**src/rtl/arpc_pkg.sv**
```systemverilog
// Package for the ARP cache: field widths, register indexes, the entry layout,
// the command and status types shared by the controller and datapath, and the controller state type.
// No dependencies.
package arpc_pkg;

  localparam int IP_W       = 32;
  localparam int MAC_W      = 48;
  localparam int TIME_W     = 32;
  localparam int CFG_IDX_W  = 2;
  localparam int CFG_DATA_W = 32;

  localparam logic [TIME_W-1:0] TTL_RESET = 32'd600;

  localparam logic [CFG_IDX_W-1:0] CFG_LOCAL_IP    = 2'd0;
  localparam logic [CFG_IDX_W-1:0] CFG_LOCAL_KNOWN = 2'd1;
  localparam logic [CFG_IDX_W-1:0] CFG_TTL         = 2'd2;

  localparam logic FUNC_LEARN  = 1'b0;
  localparam logic FUNC_LOOKUP = 1'b1;

  typedef struct packed {
    logic [IP_W-1:0]   ip;
    logic [MAC_W-1:0]  mac;
    logic [TIME_W-1:0] tstamp;
    logic              vld;
  } entry_t;

  typedef enum logic [2:0] {
    RES_MISS,
    RES_HIT,
    RES_REFRESH,
    RES_ANNOUNCE,
    RES_LOCAL
  } res_kind_t;

  typedef enum logic [1:0] {
    ST_IDLE,
    ST_SCAN,
    ST_FILL,
    ST_RESULT
  } state_t;

  typedef struct packed {
    logic      load;
    logic      issue;
    logic      clear_wr;
    logic      refresh_wr;
    logic      fill_wr;
    logic      set_res;
    res_kind_t res;
    logic      publish;
  } cmd_t;

  typedef struct packed {
    logic is_lookup;
    logic is_local;
    logic data_vld;
    logic ip_match;
    logic fresh;
    logic issue_done;
  } status_t;

endpackage

```
**src/rtl/arpc_ctrl.sv**
```systemverilog
// Controller for the ARP cache: sequences the table scan, the write-back and
// the result handoff. Depends on arpc_pkg.
module arpc_ctrl import arpc_pkg::*; (
  input  logic    clk,
  input  logic    rst_n,
  input  logic    in_valid,
  output logic    in_ready,
  output logic    out_valid,
  input  logic    out_ready,
  input  status_t status,
  output cmd_t    cmd
);

  state_t state_r, state_nxt;
  logic   out_valid_r, out_valid_nxt;

  always_ff @(posedge clk) begin
    if (!rst_n) begin
      state_r     <= ST_IDLE;
      out_valid_r <= 1'b0;
    end else begin
      state_r     <= state_nxt;
      out_valid_r <= out_valid_nxt;
    end
  end

  always_comb begin
    state_nxt     = state_r;
    out_valid_nxt = out_valid_r && !out_ready;
    in_ready      = 1'b0;
    cmd           = '0;
    case (state_r)
      ST_IDLE: begin
        in_ready = 1'b1;
        if (in_valid) begin
          cmd.load  = 1'b1;
          state_nxt = ST_SCAN;
        end
      end
      ST_SCAN: begin
        if (!status.is_lookup && status.is_local) begin
          cmd.set_res = 1'b1;
          cmd.res     = RES_LOCAL;
          state_nxt   = ST_RESULT;
        end else if (status.data_vld && status.ip_match) begin
          if (status.is_lookup) begin
            if (status.fresh) begin
              cmd.set_res = 1'b1;
              cmd.res     = RES_HIT;
              state_nxt   = ST_RESULT;
            end else begin
              cmd.clear_wr = 1'b1;
              cmd.issue    = 1'b1;
            end
          end else begin
            cmd.refresh_wr = 1'b1;
            cmd.set_res    = 1'b1;
            cmd.res        = RES_REFRESH;
            state_nxt      = ST_RESULT;
          end
        end else if (status.data_vld || !status.issue_done) begin
          cmd.issue = 1'b1;
        end else if (status.is_lookup) begin
          cmd.set_res = 1'b1;
          cmd.res     = RES_MISS;
          state_nxt   = ST_RESULT;
        end else begin
          state_nxt = ST_FILL;
        end
      end
      ST_FILL: begin
        cmd.fill_wr = 1'b1;
        cmd.set_res = 1'b1;
        cmd.res     = RES_ANNOUNCE;
        state_nxt   = ST_RESULT;
      end
      ST_RESULT: begin
        if (!out_valid_r || out_ready) begin
          cmd.publish   = 1'b1;
          out_valid_nxt = 1'b1;
          state_nxt     = ST_IDLE;
        end
      end
      default: begin
        state_nxt = ST_IDLE;
      end
    endcase
  end

  assign out_valid = out_valid_r;

endmodule

```
**config.mk**
```make
export PLATFORM = sky130hd
export DESIGN_NAME = arpc_ctrl
export DESIGN_NICKNAME = d
export VERILOG_FILES = /design/src/rtl/arpc_pkg.sv /design/src/rtl/arpc_ctrl.sv
export SDC_FILE = /design/constraint.sdc
export NUM_CORES = 1
export LEC_CHECK = 0
export BUFFER_PORTS_ARGS = -buffer_cell sky130_fd_sc_hd__buf_2
export CAP_MARGIN = 20
export CORE_AREA = 2 2 39 41
export CTS_BUF_LIST = sky130_fd_sc_hd__clkbuf_4 sky130_fd_sc_hd__clkbuf_8 sky130_fd_sc_hd__clkbuf_16
export DETAILED_ROUTE_END_ITERATION = 10
export DIE_AREA = 0 0 41 43
export GPL_ROUTABILITY_DRIVEN = 0
export HOLD_SLACK_MARGIN = 0.02
export SLEW_MARGIN = 40
export SYNTH_ARGS = -nofsm -noshare
export SYNTH_HDL_FRONTEND = slang
export SYNTH_SLANG_ARGS = --single-unit
```
**constraint.sdc**
```tcl
create_clock -name clk -period 3.25 [get_ports clk]
set_input_delay 0.325 -clock clk [delete_from_list [all_inputs] [get_ports clk]]
set_output_delay 0.325 -clock clk [all_outputs]
set_load 0.02 [all_outputs]
```
After elaboration in Yosys (flattened, before gate mapping)
Cells that the tools add are included.
W data, S select, Z words.
{ "word_totals": {"ff_bits": 3, "output_inout_bits": 12, "elab_cells": 52} }
{ "classes": {"n_mux": 32, "reduce_logical": 11, "n_eq_ne": 7} }
{ "ops": {"columns": ["op", "n"], "rows": [
  ["$mux W4", 6],
  ["$mux W2", 10],
  ["$mux W1", 12],
  ["$pmux W2 S4", 1],
  ["$pmux W4 S2", 1],
  ["$mux W3", 2],
  ["$ne A5 B5 Y1 const B", 1],
  ["$eq A2 B2 Y1 const B", 2],
  ["$logic_not A1 Y1", 4],
  ["$ne A2 B2 Y1 const B", 2],
  ["$ne A4 B4 Y1 const B", 1],
  ["$reduce_and A4 Y1", 1],
  ["$logic_and A1 B1 Y1", 3],
  ["$eq A2 B1 Y1 const B", 1],
  ["$logic_not A2 Y1", 1],
  ["$logic_or A1 B1 Y1", 2]
]} }

Depth between registers and ports, before layout
{ "logic_depth": {"word_depth": 6, "mapped_depth": 6} }

Least setup slack after synthesis
Ideal clock, no wire load.
{ "synth_timing": {"path_type": "register -> output", "from": "register state_r[1]", "to": "output cmd[2] (netlist bit)", "slack_ns": 1.174, "required_ns": 2.925, "t_arrival_ns": 1.751, "path_buffers": 0, "path_stages_with_launch": 5, "path_cell_list": "dfxtp_1 > inv_1 > ha_1 > nor4b_1 > o21a_1"} }
{ "synth_rtl": {"columns": ["element", "line", "rtl"], "rows": [
  ["from (decl)", "arpc_ctrl.sv:14", "state_t state_r, state_nxt;"],
  ["from (signal assigned)", "arpc_ctrl.sv:22", "state_r <= state_nxt;"],
  ["to (decl)", "arpc_ctrl.sv:11", "output cmd_t cmd"]
]} }

==> metrics <==
worst clock skew=0.0000950 ns; number of gates resized after CTS=0; deepest level of the CTS H-tree=1; Port Buffers=21; Post-Route WL=887 µm; average cell area after synthesis=8.20 µm²; Final #Nets=86; Syn-to-layout area delta=42.0%; hold violation total from the final report=0; sum of internal, switching and leakage power=341 µW; number of buffers inserted during clock tree synthesis=3; cell type with the largest total area after synthesis=ha_1; number of rows created at floorplan=14; fraction of layout instances using a drive strength above 1=50.0%; run status=complete, no violations; Pwr per Cell Area=651 nW/µm²; number of nets with antenna violations after routing=0; class of the worst hold path=in -> reg; total setup violations reported at the end of the flow=0; setup slack of the most critical reg-to-reg path=1.63 ns; unrepaired setup endpoints after global routing=no; critical path endpoint category=output pin; cell type group with the largest total delay on the critical path=simple AND/OR/NAND/NOR gates; Bufs and invs on worst path=2; total track usage=10.8%; register area share after synthesis=16.3%; floorplan core area=1380 µm²; leakage dissipation=0.000288 µW; critical path, cell by cell=inv_1 > ha_1 > nand2_2 > or3_4 > nand2_1 > buf_2; count of TritonRoute iterations in the first routing pass=4; period utilization=60.5%; number of violations reported at the end of detailed-routing iteration 0=2; data arrival at the endpoint of the critical path=1.64 ns; register clock-pin slew on the reported worst setup and hold paths=0.04 ns; most common library cell in the layout ignoring fill and taps=buf_2; number of distinct standard cells referenced by the synthesized netlist=25; number of enable-type register cells in the synthesized netlist=0; starting density of the core=26.7%; initial antenna violation count=0; critical-path cell with the highest stage delay=or3_4; number of instances in the synthesized netlist=45; fillcell total=158; floorplan die area=1760 µm²; number of clock sinks=3; DR WL/cell=10.3 µm; wire length of the first global-routing pass=1300 µm; fraction of post-synthesis cell area in the top cell type by area=16.9%; final critical delay including setup and external delays=1.97 ns; number of register bits inferred by synthesis=3; transition time of the tightest slew-check pin=0.347 ns; overall overflow remaining after global route=0; DRC violations left=0; delay contributed by the slowest stage of the critical path=0.39 ns; cells taking the most area after synthesis=ha_1, dfxtp_1, o21a_1, inv_1, nor2_1; die extent in x=41 µm; required time at the worst-slack endpoint=2.92 ns; CTS max path bufs=2; average vias per placed instance=4.57; die outline height=43 µm; DP HPWL=727 µm; net count after synthesis=60; diode insertion count for antenna repair=0; buffer count from post-CTS setup fixing=0; most used cells in the layout excluding fill and tap cells=buf_2, inv_1, nor2_1, ha_1; number of global-route vias before repair=336; Synth Flop Type=dfxtp_1; achievable frequency=509 MHz; largest net degree at the start of global routing=7; FFs w/ async S/R, synth=0%; final standard cell utilization of the core=37.9%; clock tree from TritonCTS=done; maximum vdd ir drop=179 µV; number of warnings reported in the yosys synthesis log=0; number of ports placed on the die boundary=22; clock network latency to the later pin of the worst-skew pair=0.23 ns; via total after detailed routing=393; CP Class=reg -> out; type of element launching the critical path=register; clock tree root driver cell=clkbuf_4; critical path peak fanout=6; number of maximum-capacitance violations=0; Final Slew Violations=0; Max-Slew Margin vs Limit=76.5%; Fin Setup TNS=0 ns; mapped cell area=369 µm²; hold bufs inserted after CTS=0
sequential cells by signal, indices dropped and copies added (netlist names):
signal	cells
state_r	2
out_valid	1
where the power goes:
group / leakage, µW / switching, µW / total, µW / internal (µW)
Combinational: 0.000245 / 116 / 207 / 91.6
Clock: 0.0000184 / 21.4 / 75.9 / 54.5
Sequential: 0.0000246 / 11.0 / 58.2 / 47.1
Total: 0.000288 / 148 / 341 / 193
final timing paths:
kind / start / end / cells after the start
worst max-delay path: state_r[1] / cmd[8] / 6
worst min-delay path: rst_n / state_r[1] / 3
worst max register to register: state_r[1] / state_r[0] / 6
worst min register to register: state_r[1] / state_r[1] / 2
cell usage after synthesis (2+ instances only):
cell and n:
nand2_1 4, o21a_1 3, nor2b_1 2, inv_1 5, ha_1 5, nor2_1 5
dfxtp_1 3
tightest hold or removal path: stages:
cell     delay (ns)
buf_2          0.11
nand2_1        0.06
mux2i_1        0.06
metrics by stage:
stage                     instance area [µm²]  hold slack [ns]  cells  worst slack [ns]
after global routing                      524            0.384     86              1.17
after detailed placement                  494            0.514     82              1.51
after CTS                                 524            0.359     86              1.27
after global placement                    494            0.504     82              1.51
final                                     524            0.371     86              1.28
after floorplan                           369            0.472     45              1.17
cell families (layout without fill, tap and decap cells):
| logic type | after synthesis | count (layout) | share of synthesized area (%) |
|---|---|---|---|
| simple gates | 21 | 21 | 35.3 |
| compound gates | 10 | 10 | 23.7 |
| fa+ha+maj | 5 | 5 | 16.9 |
| buf+inv | 5 | 30 | 5.09 |
| flops | 3 | 3 | 16.3 |
| mux | 1 | 1 | 2.71 |
layout make-up:
| type | instances | area, µm² | share of cell area (%) |
|---|---|---|---|
| Tap cell | 16 | 20.0 | 3.82 |
| Inverter | 5 | 18.8 | 3.58 |
| Timing Repair Buffer | 21 | 105 | 20.0 |
| Clock buffer | 4 | 30.0 | 5.73 |
| Multi-Input combinational cell | 37 | 290 | 55.4 |
| Sequential cell | 3 | 60.1 | 11.5 |
metal layers:
layer	global-route usage (%)	vias up	share of wire, %
met1	12.4	181	43
met5	0	-	0
li1	-	207	-
met2	17.8	5	55
met3	0	0	2.3
met4	8.00	0	0
No activity file was read; power rests on OpenSTA's default activity.
